<file path="config.mk">
export PLATFORM = sky130hd
export DESIGN_NAME = slot_allocator_with_owner_map
export DESIGN_NICKNAME = d
export VERILOG_FILES = /design/src/design/sat_pkg.sv /design/src/design/slot_allocator_with_owner_map.sv /design/src/design/sat_core.sv
export SDC_FILE = /design/constraint.sdc
export NUM_CORES = 1
export LEC_CHECK = 0
export BUFFER_PORTS_ARGS = -buffer_cell sky130_fd_sc_hd__buf_2
export CAP_MARGIN = 30
export CORE_MARGIN = 5
export CORE_UTILIZATION = 50
export DETAILED_ROUTE_END_ITERATION = 6
export PLACE_DENSITY = 0.79
export SYNTH_ARGS = -nofsm -noshare
export SYNTH_HDL_FRONTEND = slang
export SYNTH_SLANG_ARGS = --single-unit
</file>
<file path="constraint.sdc">
create_clock -name clk -period 4.6 [get_ports clk]
set_input_delay 0.46 -clock clk [delete_from_list [all_inputs] [get_ports clk]]
set_output_delay 0.46 -clock clk [all_outputs]
set_load 0.02 [all_outputs]
</file>
<file path="src/design/sat_pkg.sv">
// Shared types and constants for the slot allocator with owner map.
// Depends on nothing; imported by sat_core and slot_allocator_with_owner_map.
package sat_pkg;

  localparam int SLOT_COUNT   = 16;
  localparam int TASK_ID_BITS = 16;

  // Widths derived from the pool size.
  localparam int IDX_W = (SLOT_COUNT > 1) ? $clog2(SLOT_COUNT) : 1;
  localparam int CNT_W = $clog2(SLOT_COUNT + 1);

  // Fixed field widths of the ports.
  localparam int OP_W     = 2;
  localparam int ID_W     = 16;
  localparam int STATUS_W = 3;
  localparam int SLOT_W   = 4;
  localparam int FREE_W   = 5;
  localparam int CFG_W    = 5;
  localparam int PADDR_W  = 3;
  localparam int PDATA_W  = 32;

  // Opcodes.
  localparam logic [OP_W-1:0] OP_ALLOC   = 2'd0;
  localparam logic [OP_W-1:0] OP_RELEASE = 2'd1;
  localparam logic [OP_W-1:0] OP_LOCATE  = 2'd2;

  // Result status codes.
  localparam logic [STATUS_W-1:0] ST_OK       = 3'd0;
  localparam logic [STATUS_W-1:0] ST_ABSENT   = 3'd1;
  localparam logic [STATUS_W-1:0] ST_DUP      = 3'd2;
  localparam logic [STATUS_W-1:0] ST_FULL     = 3'd3;
  localparam logic [STATUS_W-1:0] ST_NOT_HELD = 3'd4;

  // Register word index.
  localparam logic [PADDR_W-3:0] REG_SLOTS_IN_USE = 1'b0;

  typedef struct packed {
    logic [OP_W-1:0] opcode;
    logic            task_present;
    logic [ID_W-1:0] task_id;
  } sat_req_t;

  typedef struct packed {
    logic [STATUS_W-1:0] status;
    logic [SLOT_W-1:0]   slot;
    logic [FREE_W-1:0]   free_count;
  } sat_result_t;

endpackage

</file>
<file path="src/design/slot_allocator_with_owner_map.sv">
// Top level of the slot allocator: channel registers, APB register, slot table.
// Depends on sat_pkg and sat_core.
//
//   channel  direction  handshake            payload
//   in_      input      in_valid / in_stall  in_opcode, in_task_present, in_task_id
//   out_     output     out_valid/out_stall  out_status, out_slot, out_free_count
//   cfg      APB slave  psel/penable/pready  paddr, pwrite, pwdata, prdata
//
// One word per cycle is sustained while out_stall stays low; an accepted word
// waits in the input register while the slot table compare and first-free
// search run, and enters the result register once that register is free.
// Reset clears the busy bits and the pool size; no clearing pass is needed.
// When out_stall holds the result, the input register keeps one more word and
// in_stall rises only once that register is full as well.
module slot_allocator_with_owner_map (
  input  logic                          clk,
  input  logic                          rst_n,
  input  logic                          in_valid,
  output logic                          in_stall,
  input  logic [sat_pkg::OP_W-1:0]      in_opcode,
  input  logic                          in_task_present,
  input  logic [sat_pkg::ID_W-1:0]      in_task_id,
  output logic                          out_valid,
  input  logic                          out_stall,
  output logic [sat_pkg::STATUS_W-1:0]  out_status,
  output logic [sat_pkg::SLOT_W-1:0]    out_slot,
  output logic [sat_pkg::FREE_W-1:0]    out_free_count,
  input  logic                          psel,
  input  logic                          penable,
  input  logic                          pwrite,
  input  logic [sat_pkg::PADDR_W-1:0]   paddr,
  input  logic [sat_pkg::PDATA_W-1:0]   pwdata,
  output logic [sat_pkg::PDATA_W-1:0]   prdata,
  output logic                          pready
);
  import sat_pkg::*;

  logic              s1_valid_r;
  sat_req_t          s1_req_r;
  logic              out_valid_r;
  sat_result_t       out_res_r;
  sat_result_t       core_res;
  logic [CFG_W-1:0]  cfg_slots_r;
  logic [CNT_W-1:0]  pool_size;
  logic              out_free;
  logic              s1_adv;
  logic              in_load;
  logic              cfg_wr;
  logic              reg_hit;

  assign pready  = 1'b1;
  assign reg_hit = (paddr[PADDR_W-1:2] == REG_SLOTS_IN_USE);
  assign cfg_wr  = psel && penable && pwrite && pready && reg_hit;
  assign prdata  = reg_hit ? PDATA_W'(cfg_slots_r) : '0;

  // Pool size saturates at the number of physical slots.
  assign pool_size = (int'(cfg_slots_r) > SLOT_COUNT) ? CNT_W'(SLOT_COUNT)
                                                       : CNT_W'(cfg_slots_r);

  assign out_free = !out_valid_r || !out_stall;
  assign s1_adv   = s1_valid_r && out_free;
  assign in_stall = s1_valid_r && !out_free;
  assign in_load  = in_valid && !in_stall;

  always_ff @(posedge clk) begin
    if (!rst_n) begin
      s1_valid_r  <= 1'b0;
      out_valid_r <= 1'b0;
      cfg_slots_r <= '0;
    end else begin
      if (in_load) begin
        s1_valid_r <= 1'b1;
      end else if (s1_adv) begin
        s1_valid_r <= 1'b0;
      end
      if (s1_adv) begin
        out_valid_r <= 1'b1;
      end else if (!out_stall) begin
        out_valid_r <= 1'b0;
      end
      if (cfg_wr) begin
        cfg_slots_r <= pwdata[CFG_W-1:0];
      end
    end
  end

  always_ff @(posedge clk) begin
    if (in_load) begin
      s1_req_r.opcode       <= in_opcode;
      s1_req_r.task_present <= in_task_present;
      s1_req_r.task_id      <= in_task_id;
    end
    if (s1_adv) begin
      out_res_r <= core_res;
    end
  end

  sat_core u_core (
    .clk        (clk),
    .rst_n      (rst_n),
    .req_fire   (s1_adv),
    .req        (s1_req_r),
    .pool_clear (cfg_wr),
    .pool_size  (pool_size),
    .result     (core_res)
  );

  assign out_valid      = out_valid_r;
  assign out_status     = out_res_r.status;
  assign out_slot       = out_res_r.slot;
  assign out_free_count = out_res_r.free_count;

  a_err_slot_zero: assert property (@(posedge clk) disable iff (!rst_n)
    (out_valid_r && (out_res_r.status != ST_OK)) |-> (out_res_r.slot == '0))
    else $error("failed request carries a nonzero slot");

  a_free_in_pool: assert property (@(posedge clk) disable iff (!rst_n)
    out_valid_r |-> (CNT_W'(out_res_r.free_count) <= pool_size))
    else $error("free count exceeds pool size");

  a_stall_only_full: assert property (@(posedge clk) disable iff (!rst_n)
    in_stall |-> (s1_valid_r && out_valid_r))
    else $error("input stalled while a stage is empty");

  a_result_held: assert property (@(posedge clk) disable iff (!rst_n)
    (out_valid_r && out_stall) |=> (out_valid_r && $stable(out_res_r)))
    else $error("stalled result changed");

endmodule

</file>
<file path="src/design/sat_core.sv">
// Slot table: busy bits, owner IDs, owner match and first-free search.
// Computes one request per cycle while req_fire is high and updates the table at the same edge.
// Depends on sat_pkg.
module sat_core (
  input  logic                       clk,
  input  logic                       rst_n,
  input  logic                       req_fire,
  input  sat_pkg::sat_req_t          req,
  input  logic                       pool_clear,
  input  logic [sat_pkg::CNT_W-1:0]  pool_size,
  output sat_pkg::sat_result_t       result
);
  import sat_pkg::*;

  logic [SLOT_COUNT-1:0]   busy_r;
  logic [SLOT_COUNT-1:0]   busy_nxt;
  logic [TASK_ID_BITS-1:0] owner_r [SLOT_COUNT];
  logic [CNT_W-1:0]        busy_cnt_r;
  logic [CNT_W-1:0]        busy_cnt_nxt;

  logic [TASK_ID_BITS-1:0] req_id;
  logic [SLOT_COUNT-1:0]   match_vec;
  logic [SLOT_COUNT-1:0]   free_vec;
  logic [SLOT_COUNT-1:0]   first_free;
  logic [SLOT_COUNT-1:0]   pool_mask;
  logic [IDX_W-1:0]        hit_idx;
  logic [IDX_W-1:0]        alloc_idx;
  logic                    hit;
  logic                    any_free;
  logic                    do_alloc;
  logic                    do_release;
  logic [STATUS_W-1:0]     status;
  logic [IDX_W-1:0]        slot_idx;

  assign req_id = TASK_ID_BITS'(req.task_id);

  always_comb begin
    for (int i = 0; i < SLOT_COUNT; i++) begin
      pool_mask[i] = (CNT_W'(i) < pool_size);
      match_vec[i] = busy_r[i] && (owner_r[i] == req_id);
      free_vec[i]  = !busy_r[i] && pool_mask[i];
    end
  end

  // Isolate the lowest set bit of the free vector.
  assign first_free = free_vec & (~free_vec + SLOT_COUNT'(1));
  assign hit        = |match_vec;
  assign any_free   = |free_vec;

  // A task holds at most one slot, and first_free is one-hot, so OR-ing
  // the indices of the set bits gives the encoded position.
  always_comb begin
    hit_idx   = '0;
    alloc_idx = '0;
    for (int i = 0; i < SLOT_COUNT; i++) begin
      if (match_vec[i]) begin
        hit_idx = hit_idx | IDX_W'(i);
      end
      if (first_free[i]) begin
        alloc_idx = alloc_idx | IDX_W'(i);
      end
    end
  end

  always_comb begin
    status     = ST_OK;
    slot_idx   = '0;
    do_alloc   = 1'b0;
    do_release = 1'b0;
    case (req.opcode)
      OP_ALLOC: begin
        if (!req.task_present) begin
          status = ST_ABSENT;
        end else if (hit) begin
          status = ST_DUP;
        end else if (!any_free) begin
          status = ST_FULL;
        end else begin
          slot_idx = alloc_idx;
          do_alloc = 1'b1;
        end
      end
      OP_RELEASE: begin
        if (!req.task_present) begin
          status = ST_ABSENT;
        end else if (!hit) begin
          status = ST_NOT_HELD;
        end else begin
          slot_idx   = hit_idx;
          do_release = 1'b1;
        end
      end
      default: begin
        // Locate; the unused opcode behaves the same way.
        if (req.task_present && hit) begin
          slot_idx = hit_idx;
        end else begin
          status = ST_NOT_HELD;
        end
      end
    endcase
  end

  always_comb begin
    busy_nxt     = busy_r;
    busy_cnt_nxt = busy_cnt_r;
    if (do_alloc) begin
      busy_nxt     = busy_r | first_free;
      busy_cnt_nxt = busy_cnt_r + CNT_W'(1);
    end else if (do_release) begin
      busy_nxt     = busy_r & ~match_vec;
      busy_cnt_nxt = busy_cnt_r - CNT_W'(1);
    end
  end

  assign result.status     = status;
  assign result.slot       = SLOT_W'(slot_idx);
  assign result.free_count = FREE_W'(pool_size - busy_cnt_nxt);

  always_ff @(posedge clk) begin
    if (!rst_n) begin
      busy_r     <= '0;
      busy_cnt_r <= '0;
    end else if (pool_clear) begin
      busy_r     <= '0;
      busy_cnt_r <= '0;
    end else if (req_fire) begin
      busy_r     <= busy_nxt;
      busy_cnt_r <= busy_cnt_nxt;
    end
  end

  always_ff @(posedge clk) begin
    if (req_fire && do_alloc) begin
      for (int i = 0; i < SLOT_COUNT; i++) begin
        if (first_free[i]) begin
          owner_r[i] <= req_id;
        end
      end
    end
  end

  a_cnt_matches_busy: assert property (@(posedge clk) disable iff (!rst_n)
    $countones(busy_r) == int'(busy_cnt_r))
    else $error("busy count disagrees with busy bits");

  a_busy_within_pool: assert property (@(posedge clk) disable iff (!rst_n)
    (busy_r & ~pool_mask) == '0)
    else $error("slot outside the pool is marked busy");

  a_single_owner: assert property (@(posedge clk) disable iff (!rst_n)
    $onehot0(match_vec))
    else $error("task holds more than one slot");

endmodule

</file>
== After elaboration in Yosys (flattened, before gate mapping) ==
Memories as Yosys holds them, arrays and structs flattened.
Cells that the tools add are included.
Storage, ports and cells
  register bits after elaboration: 59
  bits in writable memories: 256
  input port bits: 61
  output and inout port bits: 47
  memories: 1
Memories
  u_core.owner_r: depth 16, width 16, read ports 16, clocked after Yosys merged registers in 0, wr ports 1, line sat_core.sv:17  | logic [TASK_ID_BITS-1:0] owner_r [SLOT_COUNT];
Operators by class
  add/sub/neg operators: 4
  $lt $le $gt $ge: 17
  eq/ne operators: 18
  muxes and demuxes: 154
  bitwise gates (word level): 7
  reductions and logical operators: 83
Operators by type and width (count)
  $mux W16: 17
  $reduce_or A16 Y1: 17
  $eq A16 B16 Y1: 16
  $mux W4: 37
  $mux W1: 76
  $logic_and A1 B1 Y1: 40
  $lt A4 B5 Y1 const A: 8
  $mux W3: 13
  $and A16 B16 Y16: 2
  $not A16 Y16: 2
  $logic_not A1 Y1: 20
  $lt A3 B5 Y1 const A: 4
  $mux W5: 4
  $add A16 B1 Y16 const B: 1
  $or A16 B16 Y16: 1
  $lt A1 B5 Y1 const A: 2
  $lt A2 B5 Y1 const A: 2
  $mux W2: 5
  $pmux W4 S2: 1
  $pmux W3 S2: 1
  $add A5 B1 Y5 const B: 1
  $gt A5 B5 Y1 const B: 1
  $sub A5 B1 Y5 const B: 1
  $sub A5 B5 Y5: 1
  8 further kinds: 10

== Depth between registers and ports, before layout ==
Gate-level depths: netlist of the first run.
  depth in word-level cells: 28
  depth in mapped cells: 18
  gate-level depth less buffers: 15

== Hierarchy ==
From an unflattened synthesis of the first run, not the netlist that was laid out.
Second synthesis, totals
  cells, all modules: 1008
  area, all modules: 14639.0 um2
By module, submodules not included
  sat_core: instances 1, cells an instance 906, area an instance 13125.1 um2, sequential area each 8107.8 um2
  slot_allocator_with_owner_map: instances 1, cells an instance 102, area an instance 1514.0 um2, sequential area each 1071.0 um2

== Least setup slack after synthesis of the first run ==
OpenSTA, ideal clock, no wires.
  path type: reg-to-reg
  start: register s1_req_r[10] (netlist name)
  end: register out_res_r (netlist bit out_free_count[4]) (data pin)
  library setup time: 259 ps
  arrival: 3482 ps
  required time: 4341 ps
  setup slack: 859 ps
  cell stages (with the launch flop): 18
  path buffers: 2
  period minus slack after synthesis: 3741 ps
  path through: edfxtp_1 -> buf_4 -> buf_6 -> xnor2_1 -> nand4_1 -> nor4_1 -> a22oi_4 -> and4_1 -> a21oi_1 -> nor2_1 -> xnor2_1 -> ha_1 -> fa_1 -> inv_1 -> a21o_1 -> a21oi_1 -> xnor2_1 -> xnor2_1
RTL lines
  start: declaration: line slot_allocator_with_owner_map.sv:39  | sat_req_t s1_req_r;
  end signal: assignment: line slot_allocator_with_owner_map.sv:94  | out_res_r <= core_res;
  end: declaration: line slot_allocator_with_owner_map.sv:41  | sat_result_t out_res_r;

==> key figures, run 1 <==
Outcome
  – Outcome: finished, final reports clean

Floorplanning
  – Die height: 180.3 microns
  – Effective utilization at floorplan: 0.5053
  – Total core area: 0.02870 sq mm
  – Area enclosed by the die boundary: 0.03251 sq mm
  – Number of core rows: 62
  – Floorplan die width: 180.3 microns
  – I/O pin total: 108

Worst setup path
  – Cell-by-cell listing of the critical path: buf_12, xor2_1, nor4_1, nand4_1, o2bb2a_1, and4_1, a21oi_1, nor2_1, xnor2_1, ha_1, fa_1, inv_1, a21o_1, a21oi_1, xnor2_1, xnor2_1
  – Most common cell on crit path: sky130_fd_sc_hd__xnor2_1
  – Library cell contributing the largest single delay on the critical path: sky130_fd_sc_hd__edfxtp_1
  – Buffer and inverter count on the worst path: 2
  – Data arrival, critical path: 4470 ps
  – Maximum cell stage delay along the critical path: 570 ps
  – Critical Path Fanout Max: 26
  – Endpoint kind of the worst setup timing path: flop
  – CP top delay family: simple AND/OR/NAND/NOR gates
  – Critical path class: reg -> reg
  – Data required time of the critical path: 4910 ps
  – Launching element type of the critical path: flop

Synth
  – Fraction of synthesized cell area taken by the top area cell type: 0.5943
  – Post-synthesis sequential element count: 315
  – Cell variety after synth: 67
  – Average instance area after synthesis: 14.26 sq um
  – Most instantiated flip-flop cell in the synthesis netlist: sky130_fd_sc_hd__edfxtp_1
  – Yosys Warn Count: 0
  – Gate count after technology mapping: 1,017
  – Portion of the post-synthesis area used by sequential elements: 0.6329
  – Netlist Area Pre-Place: 0.01450 sq mm
  – Ranking of synthesized cells by area: sky130_fd_sc_hd__edfxtp_1 59%, sky130_fd_sc_hd__xnor2_1 12%, sky130_fd_sc_hd__xor2_1 3.9%
  – Cell taking the most area after synthesis: sky130_fd_sc_hd__edfxtp_1
  – Share of flip-flops with an asynchronous set or reset: 0
  – Number of enable-type register cells in the synthesized netlist: 287

Pwr
  – Logic pwr share: 0.066
  – Total power per unit cell area: 384.7 mW/mm^2
  – Cell internal pwr: 4.982 mW
  – Switching share of power: 0.2096
  – Sequential Power Share: 0.501
  – Total Power Consumption: 6.304 mW
  – Leak: 5.456 nW
  – Power spent charging and discharging nets: 1.321 mW
  – Maximum vdd ir drop: 0.3900 mV
  – Part of the total power dissipated in the clock network: 0.433

Clocking
  – CTS Buf Count: 31
  – Clock tree from TritonCTS: yes
  – Clock-pin slew on the worst setup and hold paths: 60 ps
  – Number of setup buffers added after CTS: 0
  – Clock root buffer: sky130_fd_sc_hd__clkbuf_16
  – Num Clock Sinks: 315
  – Hold-fix buffer count after cts: 0
  – Number of H-tree levels: 1
  – Clock Tree Buf Depth: 3
  – Clock latency at the later pin of the worst-skew pair: 560 ps
  – Number of instances resized during post-cts repair: 0

Placed design
  – Number of buffers added on ports: 50
  – Routability congestion estimate: 0.9103
  – DP Cell Count: 1,461
  – Placed wire-length estimate: 18.63 mm

Global routing
  – Met3 layer usage reported by global route: 0.02947
  – Wire length of the first global-routing pass: 46.51 mm
  – M1 GR Usage: 0.2466
  – Met2 Use GR: 0.2969
  – Maximum number of pins on one net before global-route repair: 33
  – Peak-usage layer in the global routing report: met2
  – Antenna violations before repair: 0
  – Combined global-route utilization of all metal layers: 0.1785
  – Number of global-route vias before repair: 8,360
  – Total gr overflow: 0

Run
  – Max-cap viol count: 0

Timing
  – Period minus WS final: 4160 ps
  – Slew margin rel.: 0.3856
  – Aggregate negative setup slack: 0 ps
  – Final period util: 0.9044
  – Fmax: 0.2404 GHz
  – Max-slew violations: 0
  – Slew at the pin closest to its max-slew limit: 921.0 ps
  – Final setup skew: 8.625 ps
  – Final Hold Violating Endpoints: 0
  – RSZ-0062 raised after global routing: false
  – Final setup violation count: 0

Final layout
  – Layout Nets: 1,179
  – Post-layout instance count excluding filler cells: 1,520
  – Share of final-layout standard cells stronger than drive strength 1: 0.1585
  – Antenna diode count: 0
  – Area grow syn2layout: 13.00%

Detailed routing
  – Number of design rule violations left after detail routing: 0
  – Count of routing violations after the opening detailed-route iteration: 586
  – Per-cell via count in the routed design: 5.489
  – Routed WL: 29.83 mm
  – Avg WL per Cell: 19.62 microns
  – Number of routed nets with antenna violations: 0
  – First-pass DRT Iterations: 7
  – Total number of vias: 8,343

Min path
  – Hold Crit Class: in -> reg
## logic make-up after synthesis
family	synth area share
xor gates and xnor gates	0.1594
AOI/OAI and AO/OA	0.05556
adders and majority gates	0.006557
muxes	0.004141
and+or+nand+nor	0.08817
DFF	0.6329
buffers and inverters	0.05271
other	0.0005178
## path summary, 6_finish.rpt
check / from / to / slack, ps / depth (start not counted)
max: s1_req_r[12]$_DFFE_PP_ / out_free_count[4]$_DFFE_PP_ / 440 / 16
min: in_task_id[9] / s1_req_r[9]$_DFFE_PP_ / 70 / 1
max reg2reg: s1_req_r[12]$_DFFE_PP_ / out_free_count[4]$_DFFE_PP_ / 440 / 16
min reg2reg: u_core.busy_r[0]$_SDFFE_PP0P_ / u_core.busy_r[0]$_SDFFE_PP0P_ / 510 / 2
## stage by stage
stage	area (sq um)	hold WS, ps	setup slack (ps)	util
global placement	15220	484.8	402.8	0.5304
global route	16390	47.41	100.2	0.5710
floorplan	14600	467.3	858.7	-
finish	16390	69.57	440.0	0.5710
CTS	16370	42.95	294.9	0.5703
detailed placement	15250	489.1	334.8	0.5313
## routing by layer
metal,routed length [microns],share of wire
met3,1614,0.054
met1,13320,0.45
met2,14150,0.47
met4,746,0.025
met5,0,0
## synthesized netlist by cell type (17+ instances only)
| cell type | n |
|---|---|
| sky130_fd_sc_hd__edfxtp_1 | 287 |
| sky130_fd_sc_hd__inv_1 | 26 |
| sky130_fd_sc_hd__nand4_1 | 59 |
| sky130_fd_sc_hd__buf_6 | 19 |
| sky130_fd_sc_hd__buf_4 | 37 |
| sky130_fd_sc_hd__dfxtp_1 | 28 |
| sky130_fd_sc_hd__nor4_1 | 32 |
| sky130_fd_sc_hd__nand2_1 | 17 |
| sky130_fd_sc_hd__xnor2_1 | 199 |
| sky130_fd_sc_hd__xor2_1 | 65 |
| sky130_fd_sc_hd__nor2_1 | 32 |
| sky130_fd_sc_hd__a21oi_1 | 26 |
## registers in the layout (all words and copies together), names as in the netlist
signal,flops
out_free_count,5
u_core.busy_cnt_r,5
out_slot,4
u_core.owner_r,256
s1_valid_r,1
cfg_slots_r,5
s1_req_r,19
out_status,3
out_valid,1
u_core.busy_r,16
## layout by cell type (no fill, tap or decap), drive strengths merged, types with 4 or more instances in the layout
cell type  instances
nand4             61
a21oi             26
xnor2            199
o2bb2a             4
nor2b             13
a22oi             10
or3                4
a21o               4
clkbuf            42
clkinv             7
nor3              14
o21a              13
dfxtp             28
xor2              65
buf              110
nand2             18
conb              28
and3               8
inv               27
mux2i              6
o211ai             4
ha                 6
o21ai             13
nand3             12
nor4              34
nor2              34
edfxtp           287
a31oi              8
a211oi             5
bufinv             7
## power by group through the flow
stage               Combinational (mW)  Clock [mW]  Sequential, mW
floorplan                        0.297           0            3.24
global placement                 0.399           0            3.22
detailed placement               0.411           0            3.22
CTS                              0.414        2.76            3.16
global route                     0.452        2.90            3.16
finish                           0.415        2.73            3.16
## layout make-up
cell class	count	area (sq um)
inverter	26	97.59
multi-input combinational	627	4668
clock inverter	16	270.3
sequential	315	9179
timing repair buffer	110	845.8
tap	384	480.5
clock buffer	42	847.1
fill	2265	12310
Power figures use the tool's default switching activity.
==> run 2: changes to the inputs <==
ABC_AREA = 1   (was not set)
==> run 2 against run 1 <==
Flip-flop and latch count stayed put. Clock-buffer cell count down 2. Global-route usage is 2.2 points higher. Critical endpoint unchanged. Highest routed layer unchanged.
==> key figures, run 2 <==
Final layout
  – Most frequent cells in the layout: 571 x sky130_fd_sc_hd__nand2_1, 287 x sky130_fd_sc_hd__edfxtp_1, 224 x sky130_fd_sc_hd__nor2_1
  – Share of final-layout standard cells stronger than drive strength 1: 0.1209 (-0.03754)
  – Layout Nets: 1,880 (+59%)
  – Area grow syn2layout: 10.49%
  – Commonest non-fill, non-tap cell in the layout: sky130_fd_sc_hd__nand2_1
  – Largest registers: u_core.owner_r: 256 flops, s1_req_r: 19 flops, u_core.busy_r: 16 flops
  – Number of flip-flops in the largest register: 256 (unchanged)
  – Register ranked first by flip-flop count: u_core.owner_r
  – Antenna diode count: 0 (unchanged)

Timing
  – RSZ-0062 raised after global routing: false
  – Final period util: 0.9070 (+0.002673)
  – Least setup slack across all paths after layout: 427.7 ps (-12.30 ps)
  – Final setup violation count: 0 (unchanged)
  – Final Hold Violating Endpoints: 0 (unchanged)
  – Slew at the pin closest to its max-slew limit: 761.3 ps (-159.7 ps)
  – Fmax: 0.2397 GHz (-0.29%)
  – Period minus WS final: 4172 ps (+12.30 ps)
  – Final setup skew: 22.01 ps (+13.38 ps)
  – Aggregate negative setup slack: 0 ps (unchanged)
  – Slew margin rel.: 0.4910 (+0.1053)
  – Max-slew violations: 0 (unchanged)

Worst setup path
  – Launching element type of the critical path: flop
  – Critical path class: reg -> reg
  – Most common cell on crit path: sky130_fd_sc_hd__nand2_1
  – Maximum cell stage delay along the critical path: 690 ps (+120 ps)
  – Cell-by-cell listing of the critical path: buf_4, xor2_1, nor2_1, nand2_1, nor2_1, nand3_1, nand2_2, nor2_1, nand2_1, nor2_4, nand3_4, inv_1, nand2_1, nand2_1, inv_1, fa_1, o21ai_0, xor2_1, nand3b_1, nand2_1
  – Data required time of the critical path: 4860 ps (-50 ps)
  – Data arrival, critical path: 4440 ps (-30 ps)
  – Critical Path Fanout Max: 23 (-12%)
  – Buffer and inverter count on the worst path: 3 (+1)
  – Endpoint kind of the worst setup timing path: flop
  – Library cell contributing the largest single delay on the critical path: sky130_fd_sc_hd__edfxtp_1
  – CP top delay family: simple AND/OR/NAND/NOR gates

Clocking
  – CTS Buf Count: 35 (+13%)
  – Hold-fix buffer count after cts: 0 (unchanged)
  – Clock latency at the later pin of the worst-skew pair: 520 ps (-40 ps)
  – Clock-pin slew on the worst setup and hold paths: 60 ps (about the same)
  – Num Clock Sinks: 315 (unchanged)
  – Number of setup buffers added after CTS: 0 (unchanged)
  – Clock root buffer: sky130_fd_sc_hd__clkbuf_16
  – Number of H-tree levels: 2 (+1)
  – Clock Tree Buf Depth: 3 (unchanged)
  – Clock tree from TritonCTS: yes
  – Number of instances resized during post-cts repair: 0 (unchanged)

Outcome
  – Outcome: finished, final reports clean

Global routing
  – Combined global-route utilization of all metal layers: 0.2001 (+0.02160)
  – Number of global-route vias before repair: 11.21k (+34%)
  – Maximum number of pins on one net before global-route repair: 34 (+3.0%)
  – Antenna violations before repair: 0 (unchanged)
  – Total gr overflow: 0 (unchanged)
  – Wire length of the first global-routing pass: 57.24 mm (+23%)

Synth
  – Yosys Warn Count: 0 (unchanged)
  – Number of enable-type register cells in the synthesized netlist: 287 (unchanged)
  – Gate count after technology mapping: 1,727 (+70%)
  – Most common cell in the netlist: sky130_fd_sc_hd__nand2_1
  – Average instance area after synthesis: 9.324 sq um (-35%)
  – Cell taking the most area after synthesis: sky130_fd_sc_hd__edfxtp_1
  – Post-synthesis sequential element count: 315 (unchanged)
  – Most instantiated flip-flop cell in the synthesis netlist: sky130_fd_sc_hd__edfxtp_1
  – Ranking of synthesized cells by area: sky130_fd_sc_hd__edfxtp_1 54%, sky130_fd_sc_hd__nand2_1 13%, sky130_fd_sc_hd__xor2_1 7.1%
  – Cell variety after synth: 42 (-37%)
  – Netlist Area Pre-Place: 0.01610 sq mm (+11%)
  – Most frequent cells after synthesis: 571 x sky130_fd_sc_hd__nand2_1, 287 x sky130_fd_sc_hd__edfxtp_1, 224 x sky130_fd_sc_hd__nor2_1
  – Portion of the post-synthesis area used by sequential elements: 0.5701 (-0.06285)
  – Fraction of synthesized cell area taken by the top area cell type: 0.5352 (-0.05901)
  – Share of flip-flops with an asynchronous set or reset: 0 (unchanged)

Pwr
  – Maximum vdd ir drop: 0.3464 mV (-11%)
  – Leak: 7.908 nW (+45%)
  – Total power per unit cell area: 362.3 mW/mm^2 (-5.8%)

Placed design
  – Placed wire-length estimate: 24.91 mm (+34%)
  – Worst slack, placed: 437.5 ps (+102.7 ps)
  – Routability congestion estimate: 0.8980 (-1.4%)
  – Number of buffers added on ports: 50 (unchanged)

Detailed routing
  – Total number of vias: 11.20k (+34%)
  – Count of routing violations after the opening detailed-route iteration: 911 (+55%)
  – Number of routed nets with antenna violations: 0 (unchanged)
  – Routed WL: 36.00 mm (+21%)
  – Avg WL per Cell: 16.09 microns (-18%)
  – Number of design rule violations left after detail routing: 0 (unchanged)
  – First-pass DRT Iterations: 7 (unchanged)
  – Per-cell via count in the routed design: 5.003 (-8.8%)

Floorplanning
  – Effective utilization at floorplan: 0.5090 (+0.003683)
  – I/O pin total: 108 (unchanged)
  – Floorplan die width: 189.5 microns (+5.1%)
  – Number of core rows: 65 (+4.8%)
  – Total core area: 0.03164 sq mm (+10%)
  – Die height: 189.5 microns (+5.1%)
  – Area enclosed by the die boundary: 0.03589 sq mm (+10%)

Run
  – Max-cap viol count: 0 (unchanged)

Min path
  – Hold Crit Class: in -> reg
-- run 2: changes by cell type after synthesis, moves of 13 or more --
cell,before,now
sky130_fd_sc_hd__buf_6,19,32
sky130_fd_sc_hd__inv_1,26,213
sky130_fd_sc_hd__nand2_1,17,571
sky130_fd_sc_hd__nand3_1,11,39
sky130_fd_sc_hd__o21a_1,13,0
sky130_fd_sc_hd__nor2b_1,13,0
sky130_fd_sc_hd__xnor2_1,199,1
sky130_fd_sc_hd__xor2_1,65,130
sky130_fd_sc_hd__o21ai_0,10,25
sky130_fd_sc_hd__nor4_1,32,0
sky130_fd_sc_hd__nand4_1,59,12
sky130_fd_sc_hd__nor2_1,32,224
-- run 2: path summary, 6_finish.rpt --
check	endpoint	slack, ps	startpoint	cells after the start
worst min register to register	out_valid$_SDFFE_PN0P_	490	s1_valid_r$_SDFFE_PN0P_	2
worst min-delay path	s1_req_r[0]$_DFFE_PP_	120	in_task_id[0]	1
worst max register to register	out_free_count[4]$_DFFE_PP_	430	s1_req_r[9]$_DFFE_PP_	20
worst max-delay path	out_free_count[4]$_DFFE_PP_	430	s1_req_r[9]$_DFFE_PP_	20
-- run 2: worst register-to-register path, stage by stage, from the launching register on --
cell and delay (ps):
sky130_fd_sc_hd__edfxtp_1 690, sky130_fd_sc_hd__buf_4 290, sky130_fd_sc_hd__xor2_1 160, sky130_fd_sc_hd__nor2_1 50, sky130_fd_sc_hd__nand2_1 70, sky130_fd_sc_hd__nor2_1 80
sky130_fd_sc_hd__nand3_1 170, sky130_fd_sc_hd__nand2_2 80, sky130_fd_sc_hd__nor2_1 110, sky130_fd_sc_hd__nand2_1 120, sky130_fd_sc_hd__nor2_4 180, sky130_fd_sc_hd__nand3_4 270
sky130_fd_sc_hd__inv_1 250, sky130_fd_sc_hd__nand2_1 90, sky130_fd_sc_hd__nand2_1 130, sky130_fd_sc_hd__inv_1 80, sky130_fd_sc_hd__fa_1 450, sky130_fd_sc_hd__o21ai_0 240
sky130_fd_sc_hd__xor2_1 230, sky130_fd_sc_hd__nand3b_1 130, sky130_fd_sc_hd__nand2_1 50
-- run 2: per-layer routing --
metal,routed length (microns),up-vias,share of wire,GRT usage
li1,-,5509,-,-
met1,14180,5269,0.39,0.2517
met2,18520,346,0.51,0.3582
met3,2072,73,0.058,0.02360
met4,1235,0,0.034,0.07012
met5,0,-,0,0
-- run 2: power breakdown --
| group | internal (mW) | leakage [nW] | total, mW | switching, mW |
|---|---|---|---|---|
| clock | 1.66 | 0.557 | 2.76 | 1.10 |
| sequential | 3.16 | 2.83 | 3.18 | 0.0284 |
| combinational | 0.156 | 4.52 | 0.499 | 0.343 |
| total | 4.97 | 7.91 | 6.45 | 1.47 |
-- run 2: cell type report --
type,count,area [sq um]
Clock buffer,40,915.9
Multi-Input combinational cell,1130,5431
Tap cell,402,503.0
Sequential cell,315,9179
Fill cell,2609,13850
Timing Repair Buffer,99,655.6
Inverter,231,882.1
Clock inverter,21,224.0
-- run 2: metrics by stage --
step                total power, mW  cells  instance area, sq um  hold slack [ps]    util
floorplan                     3.643   1753                 16200            454.3       -
global placement              3.718   2177                 16650            466.3  0.5263
detailed placement            3.738   2177                 16650            486.0  0.5263
CTS                           6.489   2238                 17790            98.13  0.5623
global route                  6.679   2238                 17790            104.1  0.5623
finish                        6.445   2238                 17790            116.8  0.5623
-- run 2: cells by family (layout without fill, tap and decap cells) --
group | count (synthesis) | after routing | share of synthesized area
simple gates | 895 | 895 | 0.2281
buf+inv | 308 | 391 | 0.09869
compound gates | 69 | 69 | 0.02549
other cells | 2 | 28 | 0.0004664
xor+xnor | 131 | 131 | 0.07126
flops | 315 | 315 | 0.5701
fa+ha+maj | 7 | 7 | 0.005906
